## config.mk

```make
export PLATFORM = sky130hd
export DESIGN_NAME = gaze_animated_eye_overlay_unit
export DESIGN_NICKNAME = d
export VERILOG_FILES = /design/src/hw/rtl/gaeo_pkg.sv /design/src/hw/rtl/gaeo_gaze.sv /design/src/hw/rtl/gaeo_geom.sv /design/src/hw/rtl/gaze_animated_eye_overlay_unit.sv
export SDC_FILE = /design/constraint.sdc
export NUM_CORES = 2
export LEC_CHECK = 0
export BUFFER_PORTS_ARGS = -buffer_cell sky130_fd_sc_hd__buf_2
export CAP_MARGIN = 20
export CELL_PAD_IN_SITES_DETAIL_PLACEMENT = 1
export CELL_PAD_IN_SITES_GLOBAL_PLACEMENT = 2
export CORE_ASPECT_RATIO = 1.4
export CORE_MARGIN = 3
export CORE_UTILIZATION = 41
export DETAILED_ROUTE_END_ITERATION = 12
export PLACE_DENSITY = 0.85
export SETUP_SLACK_MARGIN = 0.5
export SLEW_MARGIN = 10
export SYNTH_ARGS = -nofsm -noshare
export SYNTH_HDL_FRONTEND = slang
export SYNTH_SLANG_ARGS = --single-unit
```

## constraint.sdc

```tcl
create_clock -name clk -period 11 [get_ports clk]
set_input_delay 1.1 -clock clk [delete_from_list [all_inputs] [get_ports clk]]
set_output_delay 1.1 -clock clk [all_outputs]
set_load 0.01 [all_outputs]
```

## src/hw/rtl/gaeo_pkg.sv

```systemverilog
// shared types, constants and gaze table for the eye overlay unit
package gaeo_pkg;

  localparam int MOVE_TICKS_DEF = 700;
  localparam int GAZE_COUNT     = 5;
  localparam int GAZE_SLOTS     = 8;
  localparam int GAZE_IDX_W     = 3;
  localparam int GAZE_SWING     = 12;
  localparam int MAX_DELTA      = 2 * GAZE_SWING;

  localparam int BAND_MIN_X = 17;
  localparam int BAND_MIN_Y = 50;
  localparam int BAND_END_X = 213;
  localparam int BAND_END_Y = 200;

  localparam logic [15:0] RING_RGB = 16'hF800;
  localparam logic [15:0] DISC_RGB = 16'h7800;

  localparam logic signed [5:0] GAZE_DX [GAZE_SLOTS] =
    '{6'sd0, -6'sd12, 6'sd12, 6'sd0, 6'sd0, 6'sd0, 6'sd0, 6'sd0};
  localparam logic signed [5:0] GAZE_DY [GAZE_SLOTS] =
    '{6'sd0, 6'sd0, 6'sd0, 6'sd10, -6'sd10, 6'sd0, 6'sd0, 6'sd0};

  localparam int CFG_IDX_W  = 3;
  localparam int CFG_DATA_W = 16;

  localparam logic [CFG_IDX_W-1:0] REG_PAUSE_TICKS  = 3'd0;
  localparam logic [CFG_IDX_W-1:0] REG_DISC_RAD     = 3'd1;
  localparam logic [CFG_IDX_W-1:0] REG_BORDER_WIDTH = 3'd2;
  localparam logic [CFG_IDX_W-1:0] REG_LEFT_EYE_X   = 3'd3;
  localparam logic [CFG_IDX_W-1:0] REG_RIGHT_EYE_X  = 3'd4;
  localparam logic [CFG_IDX_W-1:0] REG_EYE_CENTRE_Y = 3'd5;

  localparam logic [15:0] RST_PAUSE_TICKS  = 16'd3000;
  localparam logic [5:0]  RST_DISC_RAD     = 6'd24;
  localparam logic [3:0]  RST_BORDER_WIDTH = 4'd4;
  localparam logic [7:0]  RST_LEFT_EYE_X   = 8'd70;
  localparam logic [7:0]  RST_RIGHT_EYE_X  = 8'd160;
  localparam logic [7:0]  RST_EYE_CENTRE_Y = 8'd160;

  localparam logic OP_TICK  = 1'b0;
  localparam logic OP_PIXEL = 1'b1;

  typedef logic signed [10:0] coord_t;

  typedef enum logic [1:0] {
    COV_NONE   = 2'd0,
    COV_FILL   = 2'd1,
    COV_BORDER = 2'd2
  } cov_t;

  typedef struct packed {
    logic [15:0] pause_ticks;
    logic [5:0]  disc_rad;
    logic [3:0]  border_width;
    logic [7:0]  left_eye_x;
    logic [7:0]  right_eye_x;
    logic [7:0]  eye_centre_y;
  } cfg_t;

  typedef struct packed {
    logic signed [5:0] x;
    logic signed [5:0] y;
  } offs_t;

  typedef struct packed {
    coord_t      x0;
    coord_t      x1;
    coord_t      y0;
    coord_t      y1;
    coord_t      exl;
    coord_t      exr;
    coord_t      cy;
    logic [12:0] r2;
    logic [12:0] rb2;
  } geom_t;

endpackage

```

## src/hw/rtl/gaeo_gaze.sv

```systemverilog
// gaze animation: rest counter, move sequencing and incremental interpolation
module gaeo_gaze #(
  parameter int MOVE_TICKS = gaeo_pkg::MOVE_TICKS_DEF
) (
  input  logic            clk,
  input  logic            rst_n,
  input  logic            tick,
  input  logic [15:0]     pause_ticks,
  output gaeo_pkg::offs_t ofs
);

  localparam int REM_W = (MOVE_TICKS > 1) ? $clog2(2 * MOVE_TICKS) : 1;
  localparam int GW    = gaeo_pkg::GAZE_IDX_W;

  logic signed [6:0]  step_qx [gaeo_pkg::GAZE_SLOTS];
  logic signed [6:0]  step_qy [gaeo_pkg::GAZE_SLOTS];
  logic [REM_W-1:0]   step_rx [gaeo_pkg::GAZE_SLOTS];
  logic [REM_W-1:0]   step_ry [gaeo_pkg::GAZE_SLOTS];

  // per-tick quotient and remainder step for each move, floor form
  for (genvar g = 0; g < gaeo_pkg::GAZE_SLOTS; g++) begin : g_step
    localparam int NG  = (g + 1) % gaeo_pkg::GAZE_COUNT;
    localparam int DX  = int'(gaeo_pkg::GAZE_DX[NG]) - int'(gaeo_pkg::GAZE_DX[g]);
    localparam int DY  = int'(gaeo_pkg::GAZE_DY[NG]) - int'(gaeo_pkg::GAZE_DY[g]);
    localparam int BX  = DX + gaeo_pkg::MAX_DELTA * MOVE_TICKS;
    localparam int BY  = DY + gaeo_pkg::MAX_DELTA * MOVE_TICKS;
    localparam int DXQ = BX / MOVE_TICKS - gaeo_pkg::MAX_DELTA;
    localparam int DYQ = BY / MOVE_TICKS - gaeo_pkg::MAX_DELTA;
    localparam int DXR = BX % MOVE_TICKS;
    localparam int DYR = BY % MOVE_TICKS;
    assign step_qx[g] = 7'(DXQ);
    assign step_qy[g] = 7'(DYQ);
    assign step_rx[g] = REM_W'(DXR);
    assign step_ry[g] = REM_W'(DYR);
  end

  logic [15:0]             elapsed_r, elapsed_nxt, elapsed_inc;
  logic [GW-1:0]           gaze_now_r, gaze_now_nxt, gaze_next;
  logic                    moving_r, moving_nxt;
  logic signed [5:0]       qx_r, qx_nxt, qy_r, qy_nxt;
  logic [REM_W-1:0]        remx_r, remx_nxt, remy_r, remy_nxt;
  logic [REM_W-1:0]        sumx, sumy;
  logic                    carx, cary;
  logic signed [6:0]       qx_step, qy_step;

  always_comb begin
    elapsed_inc = (elapsed_r == 16'hFFFF) ? elapsed_r : elapsed_r + 16'd1;
    gaze_next   = (gaze_now_r == GW'(gaeo_pkg::GAZE_COUNT - 1)) ? '0 :
                  gaze_now_r + GW'(1);
    sumx    = remx_r + step_rx[gaze_now_r];
    sumy    = remy_r + step_ry[gaze_now_r];
    carx    = (sumx >= REM_W'(MOVE_TICKS));
    cary    = (sumy >= REM_W'(MOVE_TICKS));
    qx_step = 7'(qx_r) + step_qx[gaze_now_r] + {6'd0, carx};
    qy_step = 7'(qy_r) + step_qy[gaze_now_r] + {6'd0, cary};

    elapsed_nxt  = elapsed_r;
    gaze_now_nxt = gaze_now_r;
    moving_nxt   = moving_r;
    qx_nxt       = qx_r;
    qy_nxt       = qy_r;
    remx_nxt     = remx_r;
    remy_nxt     = remy_r;

    if (tick) begin
      elapsed_nxt = elapsed_inc;
      if (!moving_r) begin
        if (elapsed_inc > pause_ticks) begin
          moving_nxt  = 1'b1;
          elapsed_nxt = '0;
          remx_nxt    = '0;
          remy_nxt    = '0;
        end
      end else if (elapsed_inc >= 16'(MOVE_TICKS)) begin
        moving_nxt   = 1'b0;
        elapsed_nxt  = '0;
        gaze_now_nxt = gaze_next;
        qx_nxt       = gaeo_pkg::GAZE_DX[gaze_next];
        qy_nxt       = gaeo_pkg::GAZE_DY[gaze_next];
        remx_nxt     = '0;
        remy_nxt     = '0;
      end else begin
        qx_nxt   = 6'(qx_step);
        qy_nxt   = 6'(qy_step);
        remx_nxt = carx ? sumx - REM_W'(MOVE_TICKS) : sumx;
        remy_nxt = cary ? sumy - REM_W'(MOVE_TICKS) : sumy;
      end
    end
  end

  always_ff @(posedge clk) begin
    if (!rst_n) begin
      elapsed_r  <= '0;
      gaze_now_r <= '0;
      moving_r   <= 1'b0;
      qx_r       <= '0;
      qy_r       <= '0;
      remx_r     <= '0;
      remy_r     <= '0;
    end else begin
      elapsed_r  <= elapsed_nxt;
      gaze_now_r <= gaze_now_nxt;
      moving_r   <= moving_nxt;
      qx_r       <= qx_nxt;
      qy_r       <= qy_nxt;
      remx_r     <= remx_nxt;
      remy_r     <= remy_nxt;
    end
  end

  // floor quotient to truncation toward zero
  assign ofs.x = (qx_r < 0 && remx_r != '0) ? qx_r + 6'sd1 : qx_r;
  assign ofs.y = (qy_r < 0 && remy_r != '0) ? qy_r + 6'sd1 : qy_r;

endmodule

```

## src/hw/rtl/gaeo_geom.sv

```systemverilog
// registered eye geometry: clamped band, eye centres and squared radii
module gaeo_geom (
  input  logic            clk,
  input  gaeo_pkg::cfg_t  cfg,
  input  gaeo_pkg::offs_t ofs,
  output gaeo_pkg::geom_t geom
);

  gaeo_pkg::geom_t geom_r, geom_nxt;
  logic [6:0]       rb;
  gaeo_pkg::coord_t rb_c, lx, rx, cy0, bx, bxc, span, x_end, by, byc, y_end;

  always_comb begin
    rb    = 7'(cfg.disc_rad) + 7'(cfg.border_width);
    rb_c  = $signed({4'b0000, rb});
    lx    = $signed({3'b000, cfg.left_eye_x});
    rx    = $signed({3'b000, cfg.right_eye_x});
    cy0   = $signed({3'b000, cfg.eye_centre_y});

    bx    = lx - gaeo_pkg::coord_t'(gaeo_pkg::GAZE_SWING + 1) - rb_c;
    span  = rx - lx + gaeo_pkg::coord_t'(2 * gaeo_pkg::GAZE_SWING + 2) + rb_c + rb_c;
    bxc   = (bx < gaeo_pkg::coord_t'(gaeo_pkg::BAND_MIN_X)) ?
            gaeo_pkg::coord_t'(gaeo_pkg::BAND_MIN_X) : bx;
    x_end = bxc + span;

    by    = cy0 - rb_c - gaeo_pkg::coord_t'(1);
    byc   = (by < gaeo_pkg::coord_t'(gaeo_pkg::BAND_MIN_Y)) ?
            gaeo_pkg::coord_t'(gaeo_pkg::BAND_MIN_Y) : by;
    y_end = byc + rb_c + rb_c + gaeo_pkg::coord_t'(2);

    geom_nxt.x0  = bxc;
    geom_nxt.x1  = (x_end > gaeo_pkg::coord_t'(gaeo_pkg::BAND_END_X)) ?
                   gaeo_pkg::coord_t'(gaeo_pkg::BAND_END_X) : x_end;
    geom_nxt.y0  = byc;
    geom_nxt.y1  = (y_end > gaeo_pkg::coord_t'(gaeo_pkg::BAND_END_Y)) ?
                   gaeo_pkg::coord_t'(gaeo_pkg::BAND_END_Y) : y_end;
    geom_nxt.exl = lx + gaeo_pkg::coord_t'(ofs.x);
    geom_nxt.exr = rx + gaeo_pkg::coord_t'(ofs.x);
    geom_nxt.cy  = cy0 + gaeo_pkg::coord_t'(ofs.y);
    geom_nxt.r2  = {7'd0, cfg.disc_rad} * {7'd0, cfg.disc_rad};
    geom_nxt.rb2 = {6'd0, rb} * {6'd0, rb};
  end

  always_ff @(posedge clk) begin
    geom_r <= geom_nxt;
  end

  assign geom = geom_r;

endmodule

```

## src/hw/rtl/gaze_animated_eye_overlay_unit.sv

```systemverilog
// Eye overlay unit: ticks (op 0) step the gaze animation and give no result;
// pixels (op 1) come back shaded with their coverage code, one transfer per
// clock in each direction while input is not held back and results are taken.
// A pixel passes an input register and then a result register, entering the
// result register once it is empty or being taken. A tick updates the gaze
// state at the edge it is taken. Gaze offsets and configuration reach the pixel
// math through the registered geometry. Input is held back only while the input
// register holds a pixel and the result register is full and not taken.
module gaze_animated_eye_overlay_unit #(
  parameter int MOVE_TICKS = gaeo_pkg::MOVE_TICKS_DEF
) (
  input  logic                              clk,
  input  logic                              rst_n,
  input  logic                              cfg_we,
  input  logic [gaeo_pkg::CFG_IDX_W-1:0]    cfg_index,
  input  logic [gaeo_pkg::CFG_DATA_W-1:0]   cfg_wdata,
  input  logic                              in_valid,
  output logic                              in_ready,
  input  logic                              in_op,
  input  logic [7:0]                        in_pixel_x,
  input  logic [7:0]                        in_pixel_y,
  input  logic [15:0]                       in_background,
  output logic                              out_valid,
  input  logic                              out_ready,
  output logic [15:0]                       out_shaded,
  output logic [1:0]                        out_coverage
);

  gaeo_pkg::cfg_t  cfg_r, cfg_nxt;
  gaeo_pkg::offs_t ofs;
  gaeo_pkg::geom_t geom;

  logic        s1_v_r, s1_v_nxt, s1_go, in_xfer, pix_xfer, tick_xfer;
  logic [7:0]  s1_x_r, s1_y_r;
  logic [15:0] s1_bg_r;
  logic        out_v_r, out_v_nxt;
  logic [15:0] out_shaded_r, shaded_nxt;
  gaeo_pkg::cov_t out_cov_r, cov_nxt;

  gaeo_pkg::coord_t  px, py, dxl, dxr, dy;
  logic signed [21:0] sqxl, sqxr, sqy;
  logic [18:0]        dl, dr;
  logic               in_band, f1, f2, b1, b2;

  // configuration registers
  always_comb begin
    cfg_nxt = cfg_r;
    if (cfg_we) begin
      unique case (cfg_index)
        gaeo_pkg::REG_PAUSE_TICKS:  cfg_nxt.pause_ticks  = cfg_wdata;
        gaeo_pkg::REG_DISC_RAD:     cfg_nxt.disc_rad     = cfg_wdata[5:0];
        gaeo_pkg::REG_BORDER_WIDTH: cfg_nxt.border_width = cfg_wdata[3:0];
        gaeo_pkg::REG_LEFT_EYE_X:   cfg_nxt.left_eye_x   = cfg_wdata[7:0];
        gaeo_pkg::REG_RIGHT_EYE_X:  cfg_nxt.right_eye_x  = cfg_wdata[7:0];
        gaeo_pkg::REG_EYE_CENTRE_Y: cfg_nxt.eye_centre_y = cfg_wdata[7:0];
        default: ;
      endcase
    end
  end

  always_ff @(posedge clk) begin
    if (!rst_n) begin
      cfg_r.pause_ticks  <= gaeo_pkg::RST_PAUSE_TICKS;
      cfg_r.disc_rad     <= gaeo_pkg::RST_DISC_RAD;
      cfg_r.border_width <= gaeo_pkg::RST_BORDER_WIDTH;
      cfg_r.left_eye_x   <= gaeo_pkg::RST_LEFT_EYE_X;
      cfg_r.right_eye_x  <= gaeo_pkg::RST_RIGHT_EYE_X;
      cfg_r.eye_centre_y <= gaeo_pkg::RST_EYE_CENTRE_Y;
    end else begin
      cfg_r <= cfg_nxt;
    end
  end

  // handshake and pipeline control
  assign s1_go     = !out_v_r || out_ready;
  assign in_ready  = !s1_v_r || s1_go;
  assign in_xfer   = in_valid && in_ready;
  assign pix_xfer  = in_xfer && (in_op == gaeo_pkg::OP_PIXEL);
  assign tick_xfer = in_xfer && (in_op == gaeo_pkg::OP_TICK);
  assign s1_v_nxt  = in_ready ? pix_xfer : s1_v_r;
  assign out_v_nxt = s1_go ? s1_v_r : out_v_r;

  gaeo_gaze #(
    .MOVE_TICKS (MOVE_TICKS)
  ) u_gaze (
    .clk         (clk),
    .rst_n       (rst_n),
    .tick        (tick_xfer),
    .pause_ticks (cfg_r.pause_ticks),
    .ofs         (ofs)
  );

  gaeo_geom u_geom (
    .clk  (clk),
    .cfg  (cfg_r),
    .ofs  (ofs),
    .geom (geom)
  );

  // pixel shading
  always_comb begin
    px   = $signed({3'b000, s1_x_r});
    py   = $signed({3'b000, s1_y_r});
    dxl  = px - geom.exl;
    dxr  = px - geom.exr;
    dy   = py - geom.cy;
    sqxl = dxl * dxl;
    sqxr = dxr * dxr;
    sqy  = dy * dy;
    dl   = {1'b0, sqxl[17:0]} + {1'b0, sqy[17:0]};
    dr   = {1'b0, sqxr[17:0]} + {1'b0, sqy[17:0]};
    in_band = (px >= geom.x0) && (px < geom.x1) && (py >= geom.y0) && (py < geom.y1);
    f1 = (dl <= {6'd0, geom.r2});
    f2 = (dr <= {6'd0, geom.r2});
    b1 = (dl <= {6'd0, geom.rb2}) && !f1;
    b2 = (dr <= {6'd0, geom.rb2}) && !f2;

    shaded_nxt = s1_bg_r;
    cov_nxt    = gaeo_pkg::COV_NONE;
    if (in_band) begin
      priority if (b1 || b2) begin
        shaded_nxt = gaeo_pkg::RING_RGB;
        cov_nxt    = gaeo_pkg::COV_BORDER;
      end else if (f1 || f2) begin
        shaded_nxt = gaeo_pkg::DISC_RGB;
        cov_nxt    = gaeo_pkg::COV_FILL;
      end
    end
  end

  always_ff @(posedge clk) begin
    if (!rst_n) begin
      s1_v_r  <= 1'b0;
      out_v_r <= 1'b0;
    end else begin
      s1_v_r  <= s1_v_nxt;
      out_v_r <= out_v_nxt;
    end
  end

  always_ff @(posedge clk) begin
    if (pix_xfer) begin
      s1_x_r  <= in_pixel_x;
      s1_y_r  <= in_pixel_y;
      s1_bg_r <= in_background;
    end
    if (s1_go && s1_v_r) begin
      out_shaded_r <= shaded_nxt;
      out_cov_r    <= cov_nxt;
    end
  end

  assign out_valid    = out_v_r;
  assign out_shaded   = out_shaded_r;
  assign out_coverage = out_cov_r;

endmodule

```

==> flow_metrics.tcl <==
set metrics [dict create \
    run_status "finished clean" \
    setup_viol_count_final 0 \
    synth_top_area_share_pct 19.3 \
    seq_area_sq_um 5510 \
    cts.htree.levels 1 \
    gr-usage-all-layers_pct 21.7 \
    cp_slowest_cell "xnor2_1" \
    cp_slowest_stage_delay_ns 0.70 \
    place_congestion 0.854 \
    rr_worst_depth 33 \
    rows 116 \
    antenna_found_initial 2 \
    yosys_warnings 0 \
    grt_pass1_wl_microns 133000 \
    dp_hpwl_microns 69400 \
    grt_pass1_vias 25800 \
    syn_inst 3428 \
    syn2layout_area_growth_pct 7.91 \
    rsz0062_at_grt "false" \
    nets 4255 \
    period_needed_ns 9.61 \
    initialDrtViolationCount 666 \
    antennaDiodeCount 0 \
    firstDrtPassIters 4 \
    fin_crit_sh_pct 87.4 \
    clkTransAtPathRegs_ns 0.07 \
    io_pins 77 \
    fmax_mhz 104 \
    drc_errors 0 \
    drtAntennaViolNets 0 \
    ys_async_sr_fraction_pct 0 \
    totalWireLength_microns 80800 \
    ys_seq_area_share_pct 18.4 \
    path_delay_family "adder cells" \
    drv_slew 0 \
    grt_max_degree 73 \
    fp.dieW_microns 235 \
    multi_input_area_sq_um 21700 \
    via_count 22900 \
    cp_max_fo 15 \
    regToRegSetupSlack_ns 1.39 \
    required_ns 11.28 \
    io_buffers 76 \
    synth-main-ff-cell "dfxtp_1" \
    holdPathStages 2 \
    end_kind "register" \
    syn_area_sq_um 30000 \
    viasPerCell 5.15 \
    crit_buf_inv 8 \
    crit_top_cell "inv_1" \
    finalSetupTns_ns 0 \
    design.core.area_sq_um 72000 \
    cts_repair_resize_count 0 \
    insertion_delay_ns 0.56 \
    worstPathArrival_ns 9.89 \
    syn_area_per_cell_sq_um 8.74 \
    startpoint_type "register" \
    holdBufCountCts 0 \
    path_depth 33 \
    synth_cell_types 90 \
    maxCapViolations 0 \
    synth_fp_nets 4187 \
    synth.area.top_cells "fa_1, ha_1, dfxtp_1" \
    cts.sinks 250 \
    path_class "reg2reg" \
    finalClockSkew_ns 0.0213 \
    die_y_microns 326 \
    clockRootBuffer "clkbuf_16" \
    grt-ovfl-total 0 \
    hold_path_class "reg2reg" \
    fillCellCount 8671 \
    drive_above_1_share_pct 5.69 \
    hold_viol 0 \
    start_util_pct 41.6 \
    wl_per_cell_microns 18.1 \
    die-area_sq_um 76400 \
    post_cts_buffers 0 \
    clockBufferDepth 3 \
    worst_pin_slew_ns 0.983 \
    numCtsBuffers 24 \
    synth_top_cell_by_area "fa_1" \
    yosys_register_bits 250 \
    slew_headroom_pct 34.5 \
    tritoncts "done" \
    synth_edf_count 50 \
]
==> metrics by stage <==
| stage | utilization [%] | setup WS, ns | hold WS (ns) | instances | instance area, sq um |
|---|---|---|---|---|---|
| floorplan | - | 2.45 | 0.418 | 3428 | 30000 |
| global placement | 43.7 | 1.52 | 0.453 | 4414 | 31500 |
| detailed placement | 43.7 | 1.32 | 0.458 | 4414 | 31500 |
| CTS | 44.9 | 1.29 | 0.468 | 4458 | 32300 |
| global route | 44.9 | 0.684 | 0.486 | 4458 | 32300 |
| finish | 44.9 | 1.39 | 0.465 | 4458 | 32300 |
==> Yosys cell counts, drive strengths merged (20+ instances only) <==
master,count
a21boi,41
a21o,81
a21oi,178
and2,26
clkbuf,43
dfxtp,200
edfxtp,50
fa,289
ha,413
inv,666
nand2,269
nand2b,44
nand3,44
nor2,212
nor2b,76
nor3,40
o211ai,20
o21a,31
o21ai,117
o21bai,45
or2,26
xnor2,184
xor2,69
==> flip-flops by register name (all words and copies together), names as in the netlist, 6 cells and up <==
| register | cells |
|---|---|
| u_gaze.elapsed_r | 16 |
| u_gaze.remy_r | 10 |
| u_gaze.qx_r | 6 |
| s1_y_r | 8 |
| cfg_r | 50 |
| s1_x_r | 8 |
| u_gaze.remx_r | 9 |
| s1_bg_r | 16 |
| u_gaze.qy_r | 6 |
| out_shaded | 16 |
| u_geom.geom | 97 |
==> per-layer routing <==
| layer | share of wire (%) | global-route usage, % |
|---|---|---|
| met1 | 38 | 23.1 |
| met2 | 55 | 42.6 |
| met3 | 1.5 | 1.45 |
| met4 | 5.4 | 10.1 |
| met5 | 0.016 | 0 |
==> layout by cell type (no fill, tap or decap), types with 15 or more instances in the layout <==
| master | Yosys | final |
|---|---|---|
| and2_1 | 26 | 26 |
| buf_2 | 6 | 76 |
| ha_1 | 413 | 413 |
| o21ai_0 | 102 | 102 |
| o211ai_1 | 20 | 20 |
| nand2b_1 | 44 | 44 |
| or2_2 | 21 | 21 |
| o21bai_1 | 45 | 45 |
| nand3_1 | 44 | 44 |
| xnor2_1 | 184 | 184 |
| xor2_1 | 69 | 69 |
| nand2_1 | 269 | 269 |
| a21boi_0 | 39 | 39 |
| fa_1 | 289 | 289 |
| inv_1 | 664 | 663 |
| dfxtp_1 | 200 | 200 |
| a21o_1 | 81 | 81 |
| and3_1 | 15 | 15 |
| clkbuf_16 | 0 | 26 |
| buf_4 | 1 | 21 |
| a31oi_1 | 16 | 16 |
| o21a_1 | 31 | 31 |
| nor2_1 | 209 | 209 |
| nor2b_1 | 76 | 75 |
| nand4_1 | 18 | 18 |
| mux2i_1 | 17 | 17 |
| nor3_1 | 38 | 38 |
| a21oi_1 | 176 | 176 |
| edfxtp_1 | 50 | 50 |
==> cells by family after synthesis <==
group | synth area share [%]
buf+inv | 9.13
mux | 1.02
simple gates | 13.5
xor+xnor | 7.54
other cells | 0.0125
flops | 18.4
fa+ha+maj | 36.5
compound gates | 13.9
==> worst min-delay path, cell delays in order (launching register included) <==
cell and delay [ns]:
dfxtp_1 0.31, nand2_1 0.05, a21boi_0 0.06
==> layout make-up <==
type | instances | area share [%]
Clock inverter | 13 | 0.623
Timing Repair Buffer | 97 | 1.66
Sequential cell | 250 | 17.0
Clock buffer | 31 | 2.08
Inverter | 668 | 7.76
Tap cell | 944 | 3.65
Multi-Input combinational cell | 2455 | 67.2
==> final timing paths <==
check / from / endpoint
max: s1_x_r[0] / out_shaded[1]
min: cfg_r[46] / cfg_r[46]
max reg2reg: s1_x_r[0] / out_shaded[1]
min reg2reg: cfg_r[46] / cfg_r[46]
Power is left out: the tool's default activity adds up to more than one toggle a clock period on the data nets, which glitch-free logic cannot reach.
